`config.mk`:
```
export PLATFORM = sky130hd
export DESIGN_NAME = crg_queue
export DESIGN_NICKNAME = d
export VERILOG_FILES = /design/src/rtl/crg_pkg.sv /design/src/rtl/crg_queue.sv
export SDC_FILE = /design/constraint.sdc
export NUM_CORES = 1
export LEC_CHECK = 0
export ABC_AREA = 1
export BUFFER_PORTS_ARGS = -buffer_cell sky130_fd_sc_hd__buf_2
export CORE_MARGIN = 5
export CORE_UTILIZATION = 61
export DETAILED_ROUTE_END_ITERATION = 8
export MAX_ROUTING_LAYER = met4
export PLACE_DENSITY = 0.81
export SLEW_MARGIN = 0
export SYNTH_ARGS = -nofsm -noshare
export SYNTH_HDL_FRONTEND = slang
export SYNTH_SLANG_ARGS = --single-unit
```
`constraint.sdc`:
```
create_clock -name i_clk -period 7.51 [get_ports i_clk]
set_clock_uncertainty 0.05 [all_clocks]
set_input_delay 0.751 -clock i_clk [delete_from_list [all_inputs] [get_ports i_clk]]
set_output_delay 0.751 -clock i_clk [all_outputs]
set_load 0.03 [all_outputs]
```
`src/rtl/crg_pkg.sv`:
```
package crg_pkg;

    // Field and register widths.
    localparam int IDX_W      = 8;
    localparam int ENTRY_W    = 9;
    localparam int COUNT_W    = 3;
    localparam int STOP_W     = 49;
    localparam int POS_W      = 17;
    localparam int COLOR_W    = 32;
    localparam int CH_W       = 8;
    localparam int NUM_CH     = 4;

    // Table limits.
    localparam int MAX_ENTRIES = 256;
    localparam int MAX_STOPS   = 4;
    localparam int STOP_REGS   = 4;
    localparam int STOP_LIM    = (MAX_STOPS < STOP_REGS) ? MAX_STOPS : STOP_REGS;
    localparam int LAST_W      = (STOP_REGS > 1) ? $clog2(STOP_REGS) : 1;
    localparam logic [POS_W-1:0] POS_ONE = POS_W'(65536);

    // Blend and divider datapath.
    localparam int SPAN_W      = 9;
    localparam int NUM_W       = 16;
    localparam int REM_W       = 17;
    localparam int DIV_STAGES  = 8;

    // Queue between the front and the back.
    localparam int QUEUE_DEPTH = 4;
    localparam int QPTR_W      = $clog2(QUEUE_DEPTH);
    localparam int QCNT_W      = $clog2(QUEUE_DEPTH + 1);

    // Configuration port.
    localparam int PADDR_W = 6;
    localparam int PDATA_W = 64;

    typedef enum logic [2:0] {
        REG_ENTRY_COUNT = 3'd0,
        REG_STOP_COUNT  = 3'd1,
        REG_STOP_ZERO   = 3'd2,
        REG_STOP_ONE    = 3'd3,
        REG_STOP_TWO    = 3'd4,
        REG_STOP_THREE  = 3'd5
    } t_reg_idx;

    // Configuration as seen by the front.
    typedef struct packed {
        logic [ENTRY_W-1:0]                entry_count;
        logic [COUNT_W-1:0]                stop_count;
        logic [STOP_REGS-1:0][STOP_W-1:0]  stops;
    } t_cfg;

    // One classified entry: the segment it falls in and the two end colors.
    typedef struct packed {
        logic [IDX_W-1:0]   idx;
        logic [SPAN_W-1:0]  span;
        logic [IDX_W-1:0]   offset;
        logic [COLOR_W-1:0] color_a;
        logic [COLOR_W-1:0] color_b;
    } t_job;

    // Stop position, saturated at one.
    function automatic logic [POS_W-1:0] stop_pos(input logic [STOP_W-1:0] stop);
        logic [POS_W-1:0] p;
        p = stop[STOP_W-1:COLOR_W];
        return (p > POS_ONE) ? POS_ONE : p;
    endfunction

    function automatic logic [COLOR_W-1:0] stop_color(input logic [STOP_W-1:0] stop);
        return stop[COLOR_W-1:0];
    endfunction

endpackage

```
`src/rtl/crg_queue.sv`:
```
module crg_queue (
    input  logic           i_clk,
    input  logic           i_rst_n,
    input  logic           i_wr,
    input  crg_pkg::t_job  i_data,
    output logic           o_full,
    input  logic           i_rd,
    output logic           o_empty,
    output crg_pkg::t_job  o_data
);
    import crg_pkg::*;

    t_job               r_mem [QUEUE_DEPTH];
    logic [QPTR_W-1:0]  r_wr_ptr;
    logic [QPTR_W-1:0]  r_rd_ptr;
    logic [QCNT_W-1:0]  r_count;

    logic do_wr;
    logic do_rd;

    assign o_full  = (r_count == QCNT_W'(QUEUE_DEPTH));
    assign o_empty = (r_count == '0);
    assign o_data  = r_mem[r_rd_ptr];
    assign do_wr   = i_wr && !o_full;
    assign do_rd   = i_rd && !o_empty;

    // Pointers and fill level.
    always_ff @(posedge i_clk) begin
        if (!i_rst_n) begin
            r_wr_ptr <= '0;
            r_rd_ptr <= '0;
            r_count  <= '0;
        end else begin
            if (do_wr) begin
                r_wr_ptr <= (r_wr_ptr == QPTR_W'(QUEUE_DEPTH - 1)) ? '0 : r_wr_ptr + 1'b1;
            end
            if (do_rd) begin
                r_rd_ptr <= (r_rd_ptr == QPTR_W'(QUEUE_DEPTH - 1)) ? '0 : r_rd_ptr + 1'b1;
            end
            if (do_wr && !do_rd) begin
                r_count <= r_count + 1'b1;
            end else if (do_rd && !do_wr) begin
                r_count <= r_count - 1'b1;
            end
        end
    end

    // Entry storage.
    always_ff @(posedge i_clk) begin
        if (do_wr) begin
            r_mem[r_wr_ptr] <= i_data;
        end
    end

endmodule

```
==> PnR_summary.wiki <==
{| class="wikitable"
! Metric !! Value
|-
| Vertical extent of the die || 160 um
|-
| Main area contributors after synthesis || edfxtp_1 (78%), o21ai_0 (5.5%), nor2_1 (5.4%)
|-
| Synthesized instance count || 933
|-
| Number of gates resized after CTS || 0
|-
| Crit path capture || o_data[69]
|-
| Number of placed I/O pins || between 150 and 200
|-
| Startpoint of the worst-slack reg-to-reg timing path || r_count[1]
|-
| Count of unique library cells instantiated by Yosys || 21
|-
| Mean cell area of the mapped netlist || 14.7 sq um
|-
| Maximum buffer depth of the clock tree || 3
|-
| Critical path data arrival time || about 3.2 ns
|-
| Detailed placer's ending HPWL || 15.4 mm
|-
| Post-Layout Inst Area || 0.0158 sq mm
|-
| Hold Startpoint || i_data[41]
|-
| Master cell of the clock root buffer || clkbuf_16
|-
| Clock sink count || 365
|-
| Site row count || 54
|-
| Sum Neg Setup Slack || 0 ns
|-
| Cell depth of the worst flop-to-flop path || 5
|-
| Yosys Warn Count || 0
|-
| Via count || 8226
|-
| Final Total Pwr || slightly above 0.006 W
|-
| Pin count of the biggest net entering global routing || 102
|-
| Area added between synthesis and finish || 15.4%
|-
| Floorplan core area || 0.0220 sq mm
|-
| Drt first-iter violations || 714
|-
| Worst min-delay path category || in2reg
|-
| Power density over the cells || 385 mW/mm^2
|-
| Net Count, Synth || between 1000 and 1500
|-
| Remaining design rule violation count || 0
|-
| DRT Pass-1 Iters || 5
|-
| Overall die area || 0.0255 sq mm
|-
| RD Place Congestion || 0.727
|-
| Fmax || 251 MHz
|-
| Most instantiated library cell after synthesis || edfxtp_1
|-
| Worst-path maximum fanout || 101
|-
| Post-CTS setup repair buffer count || 0
|-
| Start-to-end type of the worst setup path || reg2out
|-
| Data required time at the worst endpoint || 6.71 ns
|-
| Post-place instance area || around 0.015 sq mm
|-
| Share of async-settable or async-resettable flops after synthesis || 0%
|-
| Final number of hold-violating endpoints || 0
|-
| Cell area after technology mapping || 0.0137 sq mm
|-
| Quantity of hold-fixing buffers added after cts || 0
|-
| Antenna Nets Post-Route || 0
|-
| Count of state elements after synthesis || ~370
|-
| Most used flip-flop cell after synthesis || edfxtp_1
|-
| Num CTS Buffers || 36
|-
| Total count of max-transition violations in the final report || 0
|-
| Final setup violation count || 0
|-
| Minimum clock period after layout || 3.99 ns
|-
| Setup ws final || 3.52 ns
|-
| Final net count || 1206
|-
| Number of H-tree branching levels || 2
|-
| X dimension of the die || ~160 um
|-
| Routed WL || 27.8 mm
|-
| Static leakage || 5.56 nW
|-
| Cell taking the most area after synthesis || edfxtp_1
|-
| Clock slew at the register clock pins of the worst setup and hold paths || 0.06 ns
|-
| Total GRT Usage || 22.0%
|-
| Fraction of layout cells with a size suffix above 1 || 21.6%
|-
| EDFF count, synth || around 360
|-
| Worst IR Drop VDD || 0.343 mV
|-
| Starting Density || 62.3%
|-
| Worst Setup Slack post-DPL || just under 4 ns
|-
| Setup slack of the most critical reg-to-reg path || between 4 and 5 ns
|-
| Number of max-cap violations || 0
|-
| Number of antenna violations at the first check in global routing || 4
|-
| Setup repair after global routing missed its margin || no
|-
| Number of buffers added on ports || approximately 180
|-
| Placed Instances || 1348
|-
| Vias/cell || 5.81
|-
| Wire length of the first global-routing pass || between 40 and 50 mm
|-
| Commonest cells in the synthesized netlist || edfxtp_1 (356), nor2_1 (195), o21ai_0 (149)
|-
| Number of global-route vias before repair || approximately 8000
|-
| Routed wire length per instance || 19.7 um
|-
| Worst-case headroom to the max-slew limit || 25.1%
|-
| Kind of start point of the critical path || flop
|-
| Filler-free cell count of the finished design || 1415
|-
| Worst Tran Pin Value || 1.12 ns
|-
| Portion of the post-synthesis area used by sequential elements || 79.5%
|-
| Category of the worst setup path capture point || output pin
|-
| Worst R2R End || r_mem[2][0]
|-
| TritonCTS clock tree || done
|-
| Area fraction of the dominant cell type after synthesis || 78.2%
|-
| Outcome || complete, no violations
|-
| GRT overflow || 0
|-
| Final critical-path share of the clock period || between 50% and 60%
|-
| Clock network latency to the later pin of the worst-skew pair || 0.49 ns
|}
## worst min-delay path by stage
stage	endpoint	slack (ns)	depth (start not counted)
2_1_floorplan	r_count[0]	0.43	2
3_3_place_gp	r_count[0]	0.44	2
3_5_place_dp	r_count[0]	0.45	2
4_1_cts	r_mem[3][86]	0.39	1
5_1_grt	r_mem[3][84]	0.39	1
6_report	r_mem[3][41]	0.41	1
## final cells by class
| type | instances | area [sq um] |
|---|---|---|
| multi-input cells | 491 | 2400 |
| inverters | 19 | 76.3 |
| clock inverters | 14 | 110 |
| flip-flops and latches | 365 | 10900 |
| fillers | 1392 | 6180 |
| repair buffers | 193 | 991 |
| clock buffers | 48 | 967 |
| diodes | 5 | 12.5 |
| well taps | 280 | 350 |
## layout by cell type, fill, tap and decap left out, drive strengths merged
master,n
edfxtp,356
nor2,195
buf,193
o21ai,180
o22ai,89
clkbuf,48
inv,19
nand2,15
clkinv,12
dfxtp,9
ha,6
diode,5
a21oi,2
bufinv,2
nand3b,1
nand3,1
nand4,1
fa,1
## metrics by stage
stage               hold slack, ns  util, %
floorplan                    0.430        -
global placement             0.441     66.9
detailed placement           0.452     66.9
CTS                          0.392     71.8
global route                 0.394     71.9
finish                       0.415     71.9
## registers in the layout (all words and copies together) (netlist names), named ones only
register and flops:
r_count 3, r_mem 356, r_wr_ptr 2, r_rd_ptr 2
## worst max-delay path: stages (launching register included)
cell	delay (ns)
dfxtp_4	0.57
inv_6	0.62
buf_4	0.74
o21ai_0	0.16
o22ai_1	0.25
buf_2	0.25
## kinds of logic (layout without fill, tap and decap cells)
family / Yosys count / after routing / share of synthesized area [%]
flops: 365 / 365 / 79.5
compound gates: 271 / 271 / 10.7
simple gates: 213 / 213 / 5.90
buf+inv: 77 / 274 / 3.17
fa+ha+maj: 7 / 7 / 0.695
other cells: 0 / 5 / 0
## where the power goes
part | switching [W] | internal (W) | total (W)
clock network | 0.000680 | 0.000969 | 0.00165
registers | 0.0000920 | 0.00248 | 0.00258
logic | 0.00138 | 0.000464 | 0.00185
total | 0.00215 | 0.00392 | 0.00607
## per-layer routing
metal  GRT usage [%]  wire length, um  vias up
met3            5.18             2090       48
met4            5.84              607        0
met1            28.1            11100     4006
li1                -                -     3854
met5               -                0        -
met2            36.2            14000      318
Power figures use the tool's default switching activity.
