==> config.mk <==
export PLATFORM = sky130hd
export DESIGN_NAME = crg_back
export DESIGN_NICKNAME = d
export VERILOG_FILES = /design/src/rtl/crg_pkg.sv /design/src/rtl/crg_back.sv
export SDC_FILE = /design/constraint.sdc
export NUM_CORES = 2
export LEC_CHECK = 0
export ABC_AREA = 0
export BUFFER_PORTS_ARGS = -buffer_cell sky130_fd_sc_hd__buf_2
export CORE_MARGIN = 2
export CORE_UTILIZATION = 60
export DETAILED_ROUTE_END_ITERATION = 7
export PLACE_DENSITY = 0.77
export SLEW_MARGIN = 20
export SYNTH_ARGS = -nofsm -noshare
export SYNTH_HDL_FRONTEND = slang
export SYNTH_SLANG_ARGS = --single-unit
==> constraint.sdc <==
create_clock -name i_clk -period 26.8 [get_ports i_clk]
set_clock_uncertainty 0.2 [all_clocks]
set_input_delay 1.34 -clock i_clk [delete_from_list [all_inputs] [get_ports i_clk]]
set_output_delay 1.34 -clock i_clk [all_outputs]
set_load 0.005 [all_outputs]
==> src/rtl/crg_pkg.sv <==
package crg_pkg;

    // Field and register widths.
    localparam int IDX_W      = 8;
    localparam int ENTRY_W    = 9;
    localparam int COUNT_W    = 3;
    localparam int STOP_W     = 49;
    localparam int POS_W      = 17;
    localparam int COLOR_W    = 32;
    localparam int CH_W       = 8;
    localparam int NUM_CH     = 4;

    // Table limits.
    localparam int MAX_ENTRIES = 256;
    localparam int MAX_STOPS   = 4;
    localparam int STOP_REGS   = 4;
    localparam int STOP_LIM    = (MAX_STOPS < STOP_REGS) ? MAX_STOPS : STOP_REGS;
    localparam int LAST_W      = (STOP_REGS > 1) ? $clog2(STOP_REGS) : 1;
    localparam logic [POS_W-1:0] POS_ONE = POS_W'(65536);

    // Blend and divider datapath.
    localparam int SPAN_W      = 9;
    localparam int NUM_W       = 16;
    localparam int REM_W       = 17;
    localparam int DIV_STAGES  = 8;

    // Queue between the front and the back.
    localparam int QUEUE_DEPTH = 4;
    localparam int QPTR_W      = $clog2(QUEUE_DEPTH);
    localparam int QCNT_W      = $clog2(QUEUE_DEPTH + 1);

    // Configuration port.
    localparam int PADDR_W = 6;
    localparam int PDATA_W = 64;

    typedef enum logic [2:0] {
        REG_ENTRY_COUNT = 3'd0,
        REG_STOP_COUNT  = 3'd1,
        REG_STOP_ZERO   = 3'd2,
        REG_STOP_ONE    = 3'd3,
        REG_STOP_TWO    = 3'd4,
        REG_STOP_THREE  = 3'd5
    } t_reg_idx;

    // Configuration as seen by the front.
    typedef struct packed {
        logic [ENTRY_W-1:0]                entry_count;
        logic [COUNT_W-1:0]                stop_count;
        logic [STOP_REGS-1:0][STOP_W-1:0]  stops;
    } t_cfg;

    // One classified entry: the segment it falls in and the two end colors.
    typedef struct packed {
        logic [IDX_W-1:0]   idx;
        logic [SPAN_W-1:0]  span;
        logic [IDX_W-1:0]   offset;
        logic [COLOR_W-1:0] color_a;
        logic [COLOR_W-1:0] color_b;
    } t_job;

    // Stop position, saturated at one.
    function automatic logic [POS_W-1:0] stop_pos(input logic [STOP_W-1:0] stop);
        logic [POS_W-1:0] p;
        p = stop[STOP_W-1:COLOR_W];
        return (p > POS_ONE) ? POS_ONE : p;
    endfunction

    function automatic logic [COLOR_W-1:0] stop_color(input logic [STOP_W-1:0] stop);
        return stop[COLOR_W-1:0];
    endfunction

endpackage

==> src/rtl/crg_back.sv <==
module crg_back (
    input  logic           i_clk,
    input  logic           i_rst_n,
    input  logic           i_job_empty,
    input  crg_pkg::t_job  i_job,
    output logic           o_job_pop,
    output logic           o_empty,
    input  logic           i_pop,
    output logic [7:0]     o_index_echo,
    output logic [7:0]     o_red,
    output logic [7:0]     o_green,
    output logic [7:0]     o_blue,
    output logic [7:0]     o_alpha
);
    import crg_pkg::*;

    localparam int NSTG = DIV_STAGES + 1;

    logic                r_valid [NSTG];
    logic [IDX_W-1:0]    r_idx   [NSTG];
    logic [SPAN_W-1:0]   r_span  [NSTG];
    logic [NUM_W-1:0]    r_rem   [NSTG][NUM_CH];
    logic [CH_W-1:0]     r_quo   [NSTG][NUM_CH];

    logic                advance;
    logic [NUM_W-1:0]    n_num   [NUM_CH];
    logic [NUM_W-1:0]    n_rem   [DIV_STAGES][NUM_CH];
    logic [CH_W-1:0]     n_quo   [DIV_STAGES][NUM_CH];

    // The final stage doubles as the output register.
    assign advance   = !r_valid[NSTG-1] || i_pop;
    assign o_job_pop = advance && !i_job_empty;
    assign o_empty   = !r_valid[NSTG-1];

    // Blend numerator per channel: a*(span-offset) + b*offset.
    always_comb begin
        logic [CH_W-1:0]  a;
        logic [CH_W-1:0]  b;
        logic [SPAN_W-1:0] w;
        logic [REM_W-1:0]  sum;
        for (int ch = 0; ch < NUM_CH; ch++) begin
            a   = i_job.color_a[ch*CH_W +: CH_W];
            b   = i_job.color_b[ch*CH_W +: CH_W];
            w   = i_job.span - SPAN_W'(i_job.offset);
            sum = REM_W'(a) * REM_W'(w) + REM_W'(b) * REM_W'(i_job.offset);
            n_num[ch] = NUM_W'(sum);
        end
    end

    // Restoring division, one quotient bit per stage, most significant first.
    always_comb begin
        logic [REM_W-1:0] trial;
        for (int s = 0; s < DIV_STAGES; s++) begin
            for (int ch = 0; ch < NUM_CH; ch++) begin
                trial        = REM_W'(r_span[s]) << (DIV_STAGES - 1 - s);
                n_rem[s][ch] = r_rem[s][ch];
                n_quo[s][ch] = r_quo[s][ch];
                if (REM_W'(r_rem[s][ch]) >= trial) begin
                    n_rem[s][ch] = NUM_W'(REM_W'(r_rem[s][ch]) - trial);
                    n_quo[s][ch][DIV_STAGES - 1 - s] = 1'b1;
                end
            end
        end
    end

    // Stage valid bits.
    always_ff @(posedge i_clk) begin
        if (!i_rst_n) begin
            for (int s = 0; s < NSTG; s++) begin
                r_valid[s] <= 1'b0;
            end
        end else if (advance) begin
            r_valid[0] <= !i_job_empty;
            for (int s = 1; s < NSTG; s++) begin
                r_valid[s] <= r_valid[s-1];
            end
        end
    end

    // Stage payloads.
    always_ff @(posedge i_clk) begin
        if (advance) begin
            r_idx[0]  <= i_job.idx;
            r_span[0] <= i_job.span;
            for (int ch = 0; ch < NUM_CH; ch++) begin
                r_rem[0][ch] <= n_num[ch];
                r_quo[0][ch] <= '0;
            end
            for (int s = 1; s < NSTG; s++) begin
                r_idx[s]  <= r_idx[s-1];
                r_span[s] <= r_span[s-1];
                for (int ch = 0; ch < NUM_CH; ch++) begin
                    r_rem[s][ch] <= n_rem[s-1][ch];
                    r_quo[s][ch] <= n_quo[s-1][ch];
                end
            end
        end
    end

    // Channel 3 is red in the top byte, channel 0 alpha in the bottom.
    assign o_index_echo = r_idx[NSTG-1];
    assign o_red        = r_quo[NSTG-1][3];
    assign o_green      = r_quo[NSTG-1][2];
    assign o_blue       = r_quo[NSTG-1][1];
    assign o_alpha      = r_quo[NSTG-1][0];

endmodule

==> impl_metrics.csv <==
group,metric,value,unit
run_status,violations,"design-rule violations",
synthesis,synthTopCellsByArea,"edfxtp_1, fa_1, ha_1",
placed_design,port-buffer-count,134,
setup_path,crit_fanout,34,
cts,clock-root-buffer,"clkbuf_16",
synthesis,synthArstFlopShare,0,
timing,hold_viol_final,0,
grt,grt_usage,0.2400,
cts,cts_sinks,809,
setup_path,max_stage_delay,690,ps
setup_path,cp_slowest_cell,"xnor2_2",
synthesis,syn-num-nets,6341,
detailed_routing,wl_per_cell,17.57,microns
floorplan,die_width,317.7,microns
detailed_routing,wl,119000,microns
placed_design,place_hpwl,93080,microns
setup_path,crit_type,"in2reg",
cts,cts_hold_buf,0,
timing,drv_slew,0,
floorplan,core,0.09799,sq mm
run_status,status,"finished with violations",
detailed_routing,via_per_inst,5.521,
floorplan,rows,115,
synthesis,yosysWarnings,0,
grt,overflow,0,
cts,clk_latency,650,ps
timing,max_freq,0.1096,GHz
detailed_routing,drc,1,
grt,antenna_found_initial,3,
setup_path,cp-start-kind,"input port",
detailed_routing,drt-pass1-iter-count,8,
floorplan,io-pin-count,135,
setup_path,cp-end-kind,"register",
run,max_cap_viol_count,0,
timing,rsz0062_at_grt,"no",
cts,cts-resized-gates,0,
synthesis,synth_top_cell_area_share,0.4114,
floorplan,dieArea,0.1009,sq mm
setup_path,cpMostUsedCell,"fa_1",
cts,cts_max_path_buffers,3,
timing,period_share,0.3406,
floorplan,initial_utilization,0.6026,
timing,setup_violations,0,
layout,syn2layout_area_growth,8.315,%
synthesis,ys_seq_area_frac,0.4114,
setup_path,crit_arrival,9320,ps
floorplan,die_h,317.7,microns
detailed_routing,via_count,37393,
synthesis,avgSynthCellArea,11.21,sq um
synthesis,synth.distinct_cells,82,
cts,cts_setup_buffers,0,
grt,grt_pass1_vias,37752,
worst_hold_path,hp-class,"reg2reg",
placed_design,gp_congestion,0.9161,
synthesis,ys_seq_elements,809,
layout,final_nets,6495,
grt,grt_max_degree,189,
cts,cts.htree.levels,3,
timing,max-slew-margin-rel,0.2772,
synthesis,synth_edf_count,809,
detailed_routing,drt_iter0_drc,2722,
synthesis,synthesis.area,0.05905,sq mm
synthesis,syn_inst,5266,
timing,final.min_clock_period,9128,ps
detailed_routing,ant_nets,0,
timing,fin_setup_tns,0,ps
timing,tightest_slew,1078,ps
synthesis,synth_flop_cell,"edfxtp_1",
synthesis,synth_top_area_cell,"edfxtp_1",
grt,grt_first_pass_wirelength,193300,microns
layout,layout-drive-gt1-share,0.07057,
cts,numCtsBuffers,87,
cts,clkTransAtPathRegs,70,ps
cts,cts_tree,"done",
setup_path,cp.required,26990,ps
==> final timing paths <==
check / end / depth (start not counted) / start / slack (ps)
setup / recovery: r_rem[0][63]$_DFFE_PN_ / 27 / i_job[64] / 17670
hold / removal: r_idx[0][13]$_DFFE_PN_ / 0 / r_idx[0][5]$_DFFE_PN_ / 220
setup reg to reg: r_rem[5][25]$_DFFE_PN_ / 9 / r_span[0][37]$_DFFE_PN_ / 22800
hold reg to reg: r_idx[0][13]$_DFFE_PN_ / 0 / r_idx[0][5]$_DFFE_PN_ / 220
==> cell usage in the layout, fill, tap and decap left out, types with 151 or more instances in the layout <==
master / count
ha_1: 549
nand2_1: 395
nor2_1: 241
and2_1: 318
inv_1: 766
a21oi_1: 214
xnor2_1: 151
fa_1: 433
o21ai_0: 220
edfxtp_1: 809
==> cell usage after synthesis, types with 10 or more instances <==
cell type	instances
xor2_1	128
edfxtp_1	809
mux2_2	44
nand2_1	395
and3_1	14
clkbuf_1	67
mux2i_1	36
nand4_1	27
nand2b_1	89
o21bai_1	15
o21ai_0	220
nor2_1	242
a21oi_1	214
buf_4	10
nor4b_1	11
o21ai_1	26
or3_1	16
o211ai_1	17
and2_1	318
a21o_1	51
nand3_1	31
buf_2	17
ha_1	549
fa_1	433
nor4_1	55
nor3_1	78
nor2b_1	137
xnor2_1	155
mux2_1	29
a211oi_1	14
a21boi_1	11
o31ai_1	29
inv_1	767
o21a_1	50
or4_1	20
a31oi_1	19
==> flip-flops by register name (all words and copies together) (netlist names) <==
register and cells:
r_quo 144, r_rem 512, r_idx 72, r_valid 9, r_span 72
==> layer usage <==
| layer | track usage | wire length (microns) | up-vias | share of wire |
|---|---|---|---|---|
| met5 | 0 | 11 | - | 0.000092 |
| met4 | 0.09471 | 4617 | 2 | 0.039 |
| met3 | 0.03019 | 5187 | 244 | 0.044 |
| met2 | 0.4401 | 61930 | 950 | 0.52 |
| met1 | 0.2863 | 47230 | 17931 | 0.40 |
| li1 | - | - | 18266 | - |
==> cell type report <==
cell class,instances,area (sq um)
Antenna cell,2,5.005
Clock buffer,100,2247
Clock inverter,53,516.7
Fill cell,7522,34030
Inverter,770,2898
Multi-Input combinational cell,3592,31490
Sequential cell,809,24290
Tap cell,1287,1610
Timing Repair Buffer,160,890.9
==> metrics by stage <==
step | util | hold slack [ps] | setup WS [ps] | cell area [sq um] | std cells
6_report | 0.6527 | 215.4 | 17670 | 63960 | 6773
5_1_grt | 0.6527 | 218.5 | 17340 | 63960 | 6773
4_1_cts | 0.6526 | 215.3 | 17710 | 63940 | 6771
3_5_place_dp | 0.6244 | 204.5 | 17030 | 61180 | 6618
3_3_place_gp | 0.6244 | 200.6 | 17210 | 61180 | 6618
2_1_floorplan | - | 200.3 | 8252 | 59050 | 5266
==> critical path, delay by kind of cell <==
kind	cells	cell delay, ps
xor+xnor	2	770
fa+ha+maj	9	4120
buf+inv	5	840
simple gates	4	870
compound gates	7	1350
==> kinds of logic (layout without fill, tap and decap cells) <==
kind of cell,after synthesis,after routing,synth area share
AOI/OAI and AO/OA,750,750,0.07866
adders and majority gates,982,982,0.2631
other,0,2,0
muxes,109,109,0.02003
buffers and inverters,865,1083,0.05611
xor gates and xnor gates,283,283,0.04198
DFF,809,809,0.4114
and+or+nand+nor,1468,1468,0.1286
Power is not shown: default switching activity piles up to over one toggle a cycle in this logic, so the estimate is an artifact.
