**config.mk**
```make
export PLATFORM = sky130hd
export DESIGN_NAME = crg_front
export DESIGN_NICKNAME = d
export VERILOG_FILES = /design/src/rtl/crg_pkg.sv /design/src/rtl/crg_front.sv
export SDC_FILE = /design/constraint.sdc
export NUM_CORES = 2
export LEC_CHECK = 0
export ABC_CLOCK_PERIOD_IN_PS = 9000
export BUFFER_PORTS_ARGS = -buffer_cell sky130_fd_sc_hd__buf_2
export CAP_MARGIN = 40
export CELL_PAD_IN_SITES_DETAIL_PLACEMENT = 1
export CELL_PAD_IN_SITES_GLOBAL_PLACEMENT = 1
export CORE_MARGIN = 4
export CORE_UTILIZATION = 40
export DETAILED_ROUTE_END_ITERATION = 12
export PLACE_DENSITY = 0.85
export SLEW_MARGIN = 10
export SYNTH_ARGS = -nofsm -noshare
export SYNTH_HDL_FRONTEND = slang
export SYNTH_SLANG_ARGS = --single-unit
```
**constraint.sdc**
```tcl
create_clock -name i_clk -period 9 [get_ports i_clk]
set_clock_uncertainty 0.15 [all_clocks]
set_input_delay 1.8 -clock i_clk [delete_from_list [all_inputs] [get_ports i_clk]]
set_output_delay 1.8 -clock i_clk [all_outputs]
set_load 0.005 [all_outputs]
```
**src/rtl/crg_pkg.sv**
```systemverilog
package crg_pkg;

    // Field and register widths.
    localparam int IDX_W      = 8;
    localparam int ENTRY_W    = 9;
    localparam int COUNT_W    = 3;
    localparam int STOP_W     = 49;
    localparam int POS_W      = 17;
    localparam int COLOR_W    = 32;
    localparam int CH_W       = 8;
    localparam int NUM_CH     = 4;

    // Table limits.
    localparam int MAX_ENTRIES = 256;
    localparam int MAX_STOPS   = 4;
    localparam int STOP_REGS   = 4;
    localparam int STOP_LIM    = (MAX_STOPS < STOP_REGS) ? MAX_STOPS : STOP_REGS;
    localparam int LAST_W      = (STOP_REGS > 1) ? $clog2(STOP_REGS) : 1;
    localparam logic [POS_W-1:0] POS_ONE = POS_W'(65536);

    // Blend and divider datapath.
    localparam int SPAN_W      = 9;
    localparam int NUM_W       = 16;
    localparam int REM_W       = 17;
    localparam int DIV_STAGES  = 8;

    // Queue between the front and the back.
    localparam int QUEUE_DEPTH = 4;
    localparam int QPTR_W      = $clog2(QUEUE_DEPTH);
    localparam int QCNT_W      = $clog2(QUEUE_DEPTH + 1);

    // Configuration port.
    localparam int PADDR_W = 6;
    localparam int PDATA_W = 64;

    typedef enum logic [2:0] {
        REG_ENTRY_COUNT = 3'd0,
        REG_STOP_COUNT  = 3'd1,
        REG_STOP_ZERO   = 3'd2,
        REG_STOP_ONE    = 3'd3,
        REG_STOP_TWO    = 3'd4,
        REG_STOP_THREE  = 3'd5
    } t_reg_idx;

    // Configuration as seen by the front.
    typedef struct packed {
        logic [ENTRY_W-1:0]                entry_count;
        logic [COUNT_W-1:0]                stop_count;
        logic [STOP_REGS-1:0][STOP_W-1:0]  stops;
    } t_cfg;

    // One classified entry: the segment it falls in and the two end colors.
    typedef struct packed {
        logic [IDX_W-1:0]   idx;
        logic [SPAN_W-1:0]  span;
        logic [IDX_W-1:0]   offset;
        logic [COLOR_W-1:0] color_a;
        logic [COLOR_W-1:0] color_b;
    } t_job;

    // Stop position, saturated at one.
    function automatic logic [POS_W-1:0] stop_pos(input logic [STOP_W-1:0] stop);
        logic [POS_W-1:0] p;
        p = stop[STOP_W-1:COLOR_W];
        return (p > POS_ONE) ? POS_ONE : p;
    endfunction

    function automatic logic [COLOR_W-1:0] stop_color(input logic [STOP_W-1:0] stop);
        return stop[COLOR_W-1:0];
    endfunction

endpackage

```
**src/rtl/crg_front.sv**
```systemverilog
module crg_front (
    input  logic              i_clk,
    input  logic              i_rst_n,
    input  crg_pkg::t_cfg     i_cfg,
    input  logic              i_push,
    input  logic [7:0]        i_entry_index,
    output logic              o_full,
    input  logic              i_queue_full,
    output logic              o_job_valid,
    output crg_pkg::t_job     o_job
);
    import crg_pkg::*;

    localparam int PROD_W = POS_W + ENTRY_W;

    logic                    r_a_valid;
    logic [IDX_W-1:0]        r_a_idx;
    logic                    r_b_valid;
    logic [IDX_W-1:0]        r_b_idx;
    logic [ENTRY_W-1:0]      r_b_len;
    logic [LAST_W-1:0]       r_b_last;
    logic [ENTRY_W-1:0]      r_b_start [STOP_REGS];

    logic                    advance;
    logic [ENTRY_W-1:0]      len;
    logic [LAST_W-1:0]       last;
    logic [ENTRY_W-1:0]      n_start [STOP_REGS];

    // The front moves as one unless its last stage waits on a full queue.
    assign advance     = !(r_b_valid && i_queue_full);
    assign o_full      = !advance;
    assign o_job_valid = r_b_valid && advance;

    // Table length and last stop index from the registers.
    always_comb begin
        logic [COUNT_W-1:0] cnt;
        len = (i_cfg.entry_count > ENTRY_W'(MAX_ENTRIES)) ?
              ENTRY_W'(MAX_ENTRIES) : i_cfg.entry_count;
        cnt = i_cfg.stop_count;
        if (cnt == '0) begin
            cnt = COUNT_W'(1);
        end
        if (cnt > COUNT_W'(STOP_LIM)) begin
            cnt = COUNT_W'(STOP_LIM);
        end
        last = LAST_W'(cnt - COUNT_W'(1));
    end

    // Start entry of each stop: floor(position * length / 65536).
    always_comb begin
        logic [PROD_W-1:0] prod;
        for (int i = 0; i < STOP_REGS; i++) begin
            prod       = PROD_W'(stop_pos(i_cfg.stops[i])) * PROD_W'(len);
            n_start[i] = prod[16 +: ENTRY_W];
        end
    end

    // Stage valid bits.
    always_ff @(posedge i_clk) begin
        if (!i_rst_n) begin
            r_a_valid <= 1'b0;
            r_b_valid <= 1'b0;
        end else if (advance) begin
            r_a_valid <= i_push;
            r_b_valid <= r_a_valid;
        end
    end

    // Stage payloads.
    always_ff @(posedge i_clk) begin
        if (advance) begin
            r_a_idx  <= i_entry_index;
            r_b_idx  <= r_a_idx;
            r_b_len  <= len;
            r_b_last <= last;
            for (int i = 0; i < STOP_REGS; i++) begin
                r_b_start[i] <= n_start[i];
            end
        end
    end

    // Pick the covering range; later ranges override earlier ones.
    always_comb begin
        logic [ENTRY_W-1:0] idx9;
        logic [ENTRY_W-1:0] lo;
        logic [ENTRY_W-1:0] hi;
        logic               covered;
        idx9    = ENTRY_W'(r_b_idx);
        lo      = '0;
        hi      = ENTRY_W'(1);
        covered = 1'b0;
        o_job.color_a = '0;
        o_job.color_b = '0;
        if (idx9 < r_b_len) begin
            if (stop_pos(i_cfg.stops[0]) != '0 && idx9 < r_b_start[0]) begin
                covered       = 1'b1;
                lo            = '0;
                hi            = r_b_start[0];
                o_job.color_a = stop_color(i_cfg.stops[0]);
                o_job.color_b = stop_color(i_cfg.stops[0]);
            end
            for (int i = 0; i < STOP_REGS - 1; i++) begin
                if (LAST_W'(i) < r_b_last && idx9 >= r_b_start[i] &&
                    idx9 < r_b_start[i+1]) begin
                    covered       = 1'b1;
                    lo            = r_b_start[i];
                    hi            = r_b_start[i+1];
                    o_job.color_a = stop_color(i_cfg.stops[i]);
                    o_job.color_b = stop_color(i_cfg.stops[i+1]);
                end
            end
            if (stop_pos(i_cfg.stops[r_b_last]) < POS_ONE &&
                idx9 >= r_b_start[r_b_last]) begin
                covered       = 1'b1;
                lo            = r_b_start[r_b_last];
                hi            = r_b_len;
                o_job.color_a = stop_color(i_cfg.stops[r_b_last]);
                o_job.color_b = stop_color(i_cfg.stops[r_b_last]);
            end
        end
        if (!covered) begin
            lo = '0;
            hi = ENTRY_W'(1);
        end
        o_job.idx    = r_b_idx;
        o_job.span   = SPAN_W'(hi - lo);
        o_job.offset = IDX_W'(idx9 - lo);
    end

endmodule

```
==> results.md <==
- Via-to-Cell Ratio: 5.647
- Fin area: 0.02796 mm^2
- Sw frac: 51.12%
- First-pass GRT wire length: 141900 um
- Rows: 91
- Vias in the first global route: 25300
- Post-CTS Setup Repair Bufs: 0
- FMAX: 120.0 MHz
- Gr ovfl total: 0
- Synth warnings: 0
- Placer Congestion: 0.9126
- Uppermost routed layer: met5
- DRT antenna net count: 0
- Die Area: 0.06697 mm^2
- Die W: 258.8 um
- Setup_tns: 0 ns
- Top FF cell, synth: edfxtp_1
- Clock slew at reported path FFs: 0.06 ns
- Total track usage: 26.57%
- Synthesis-stage register bit count: 67
- Detail Placement HPWL: 73020 um
- Worst hold path class: flip-flop to flip-flop
- Worst-case clock buffer depth: 2
- Pin count of the biggest net entering global routing: 97
- Initial antenna violation count: 3
- Netlist Area Pre-Place: 0.02516 mm^2
- RSZ-0062 raised after global routing: false
- Leak pwr: 14.12 nW
- Synthesis-to-finish area growth: 11.13%
- P_int: 1.764 mW
- Fill cells: 7511
- Slew HR: 37.78%
- Largest area contributor in the netlist: fa_1
- Avg WL per Cell: 22.26 um
- Worst IR Drop VDD: 130.7 uV
- First drt pass iteration count: 5
- Clock sink count: 67
- Register area: 0.001972 mm^2
- Setup-failing EPs final: 0
- CTS H-tree lvls: 3
- Routed length on met2: 43810 um
- DR iter-0 viols: 1725
- Worst Setup Start Kind: input port
- CTS Hold Bufs: 0
- Slew Limit Fails: 0
- Crit path largest cell delay: 0.67 ns
- WP data required: 8.94 ns
- Wire length on met3: 6431 um
- Initial Util: 40.62%
- Sequential group share of total power: 14.8%
- Clock power share: 12.1%
- Core Region: 0.06194 mm^2
- Final hold viol count: 0
- DRC: 0
- DP Area: 0.02757 mm^2
- Worst r2r src: r_b_last[0]
- CP arrival: 8.27 ns
- M1 WL: 35220 um
- Sequential cell area fraction in the yosys report: 7.838%
- Worst setup margin: 0.6683 ns
- Logic pwr share: 73.1%
- Worst-Margin Slew: 0.9333 ns
- Crit path to: r_b_start[1][8]
- Critical-path top delay cell: nor2_1
- Area of the multi-input gates: 0.02058 mm^2
- Top post-synthesis cells by area: fa_1 33%, ha_1 11%, inv_1 7.8%
- FFs w/ async S/R, synth: 0%
- R2r worst-path depth: 2
- Hold Slack: 0.2713 ns
- Vias: 22650
- IO Pins: 311
- CTS Buf Count: 9
- Port Buf Inserts: 310
- Layout cells sized above 1: 14.53%
- Post-synth top area share: 33.26%
- CTS tree: yes
- CP Max Fanout: 10
- Die Height: 258.8 um
- Cells after synthesis: 2963
- Post-Route WL: 89270 um
- Net Switching: 1.845 mW
- Max-Cap Viols: 0
- Critical Path Sink Type: flip-flop
- Mean Syn Cell Area: 8.491 um^2
- Period minus WS final: 8.332 ns
- PD cells: 129.1 mW/mm^2
- Crit path cell chain: buf_2, nor4_1, a41oi_1, nor2_1, nand2_1, fa_1, inv_1, fa_1, inv_1, fa_1, inv_1, fa_1, ha_1, nand4_1, nor4_1, a21oi_1, o21ai_1, a21oi_1, a211oi_1, a311o_1, a21oi_1, o21bai_1, xnor2_1
- Status: completed
- Clock Latency Late Sink: 0.36 ns
- Tcrit/Tclk final: 92.57%
- CP most frequent cell: fa_1
- Synth unique cells: 70
- Post-cts repair resize count: 0
- Final net count: 4026
- Place WS: 0.4375 ns
- CTS Root Cell: clkbuf_16
- Syn Nets: 3822
- Flop2flop setup slack: 7.37 ns
- CP startpoint: i_cfg[92]
- Setup CP Type: input port to flip-flop
- Post-synth EDFFs: 63
## placed cells by master (no fill, tap or decap), types with 5 or more instances in the layout
cell type	n
nand4b_1	5
o21a_1	14
nand3_1	70
o311ai_1	9
nand2b_1	30
o21bai_1	5
a31oi_1	6
edfxtp_1	63
nor4_1	15
mux4_2	42
a21o_1	37
xnor2_1	37
buf_2	310
ha_1	221
fa_1	418
o22ai_1	34
a211oi_1	6
and2_1	239
mux2i_1	33
clkbuf_16	9
xor2_1	18
o311ai_0	30
nor2_1	150
nor2b_1	28
nand4_1	12
buf_4	61
o211ai_1	55
a21oi_1	166
nand2_1	397
o21ai_1	6
o21ai_0	30
and3_1	10
inv_1	520
nor3_1	14
## worst min-delay path by stage
stage	start	endpoint	slack (ns)	depth (start not counted)
final	r_a_idx[6]	r_b_idx[6]	0.27	0
after global routing	r_a_idx[6]	r_b_idx[6]	0.28	0
after CTS	r_a_idx[6]	r_b_idx[6]	0.27	0
after detailed placement	r_a_idx[6]	r_b_idx[6]	0.26	0
after global placement	r_a_idx[4]	r_b_idx[4]	0.25	0
after floorplan	r_a_idx[0]	r_b_idx[0]	0.25	0
## per-layer routing
metal	up-vias	GRT usage [%]
met4	2	10.10
met1	11490	33.08
met3	235	4.329
li1	9929	-
met5	-	0
met2	990	46.43
## Yosys cell counts (all sizes together) (28+ instances only)
cell and number:
a21o 38, nor2b 28, inv 521, xnor2 37, o22ai 35, nand2 398, o211ai 55, buf 70
ha 221, edfxtp 63, clkbuf 109, fa 418, nand3 71, mux2i 33, o311ai 39, nor2 154
a21oi 169, mux4 42, o21ai 38, nand2b 30, and2 239
## worst max-delay path, delay by kind of cell
family,cells,cell delay [ns]
AO/OA/AOI/OAI,8,2.10
AND/OR/NAND/NOR,5,1.63
adder cells (fa/ha/maj),5,2.31
buffers and inverters,4,0.34
XOR/XNOR,1,0.10
## cell type report
class                      count  share of cell area, %
multi-input combinational   2193                  73.60
timing repair buffer         372                  7.286
sequential                    67                  7.053
inverter                     524                  7.035
tap                          837                  3.746
clock buffer                   9                 0.8055
clock inverter                 7                 0.4654
antenna                        1               0.008951
## power groups by stage
| stage | Sequential [mW] | Clock (mW) | Combinational, mW |
|---|---|---|---|
| floorplan | 0.470 | 0 | 1.66 |
| global placement | 0.529 | 0 | 2.46 |
| detailed placement | 0.532 | 0 | 2.59 |
| CTS | 0.528 | 0.446 | 2.63 |
| global route | 0.535 | 0.457 | 2.93 |
| finish | 0.532 | 0.438 | 2.64 |
## flip-flops by register name (all words and copies together), names as in the netlist, named ones only
signal and flops:
r_b_start 36, r_b_len 9, r_a_idx 8, r_b_idx 8, r_b_last 2, r_a_valid 1, r_b_valid 1
## cell families after synthesis
group | count (synthesis) | share of synthesized area, %
buffers and inverters | 703 | 10.68
AND/OR/NAND/NOR | 992 | 18.99
XOR/XNOR | 55 | 1.915
multiplexers | 78 | 5.207
flip-flops | 67 | 7.838
AO/OA/AOI/OAI | 429 | 11.12
adder cells (fa/ha/maj) | 639 | 44.25
## stage by stage
step,instances,utilization (%),power [mW]
6_report,4010,45.14,3.609
5_1_grt,4009,45.13,3.923
4_1_cts,4008,45.09,3.599
3_5_place_dp,3992,44.52,3.121
3_3_place_gp,3991,44.50,2.993
2_1_floorplan,2963,-,2.133
Power figures use the tool's default switching activity.
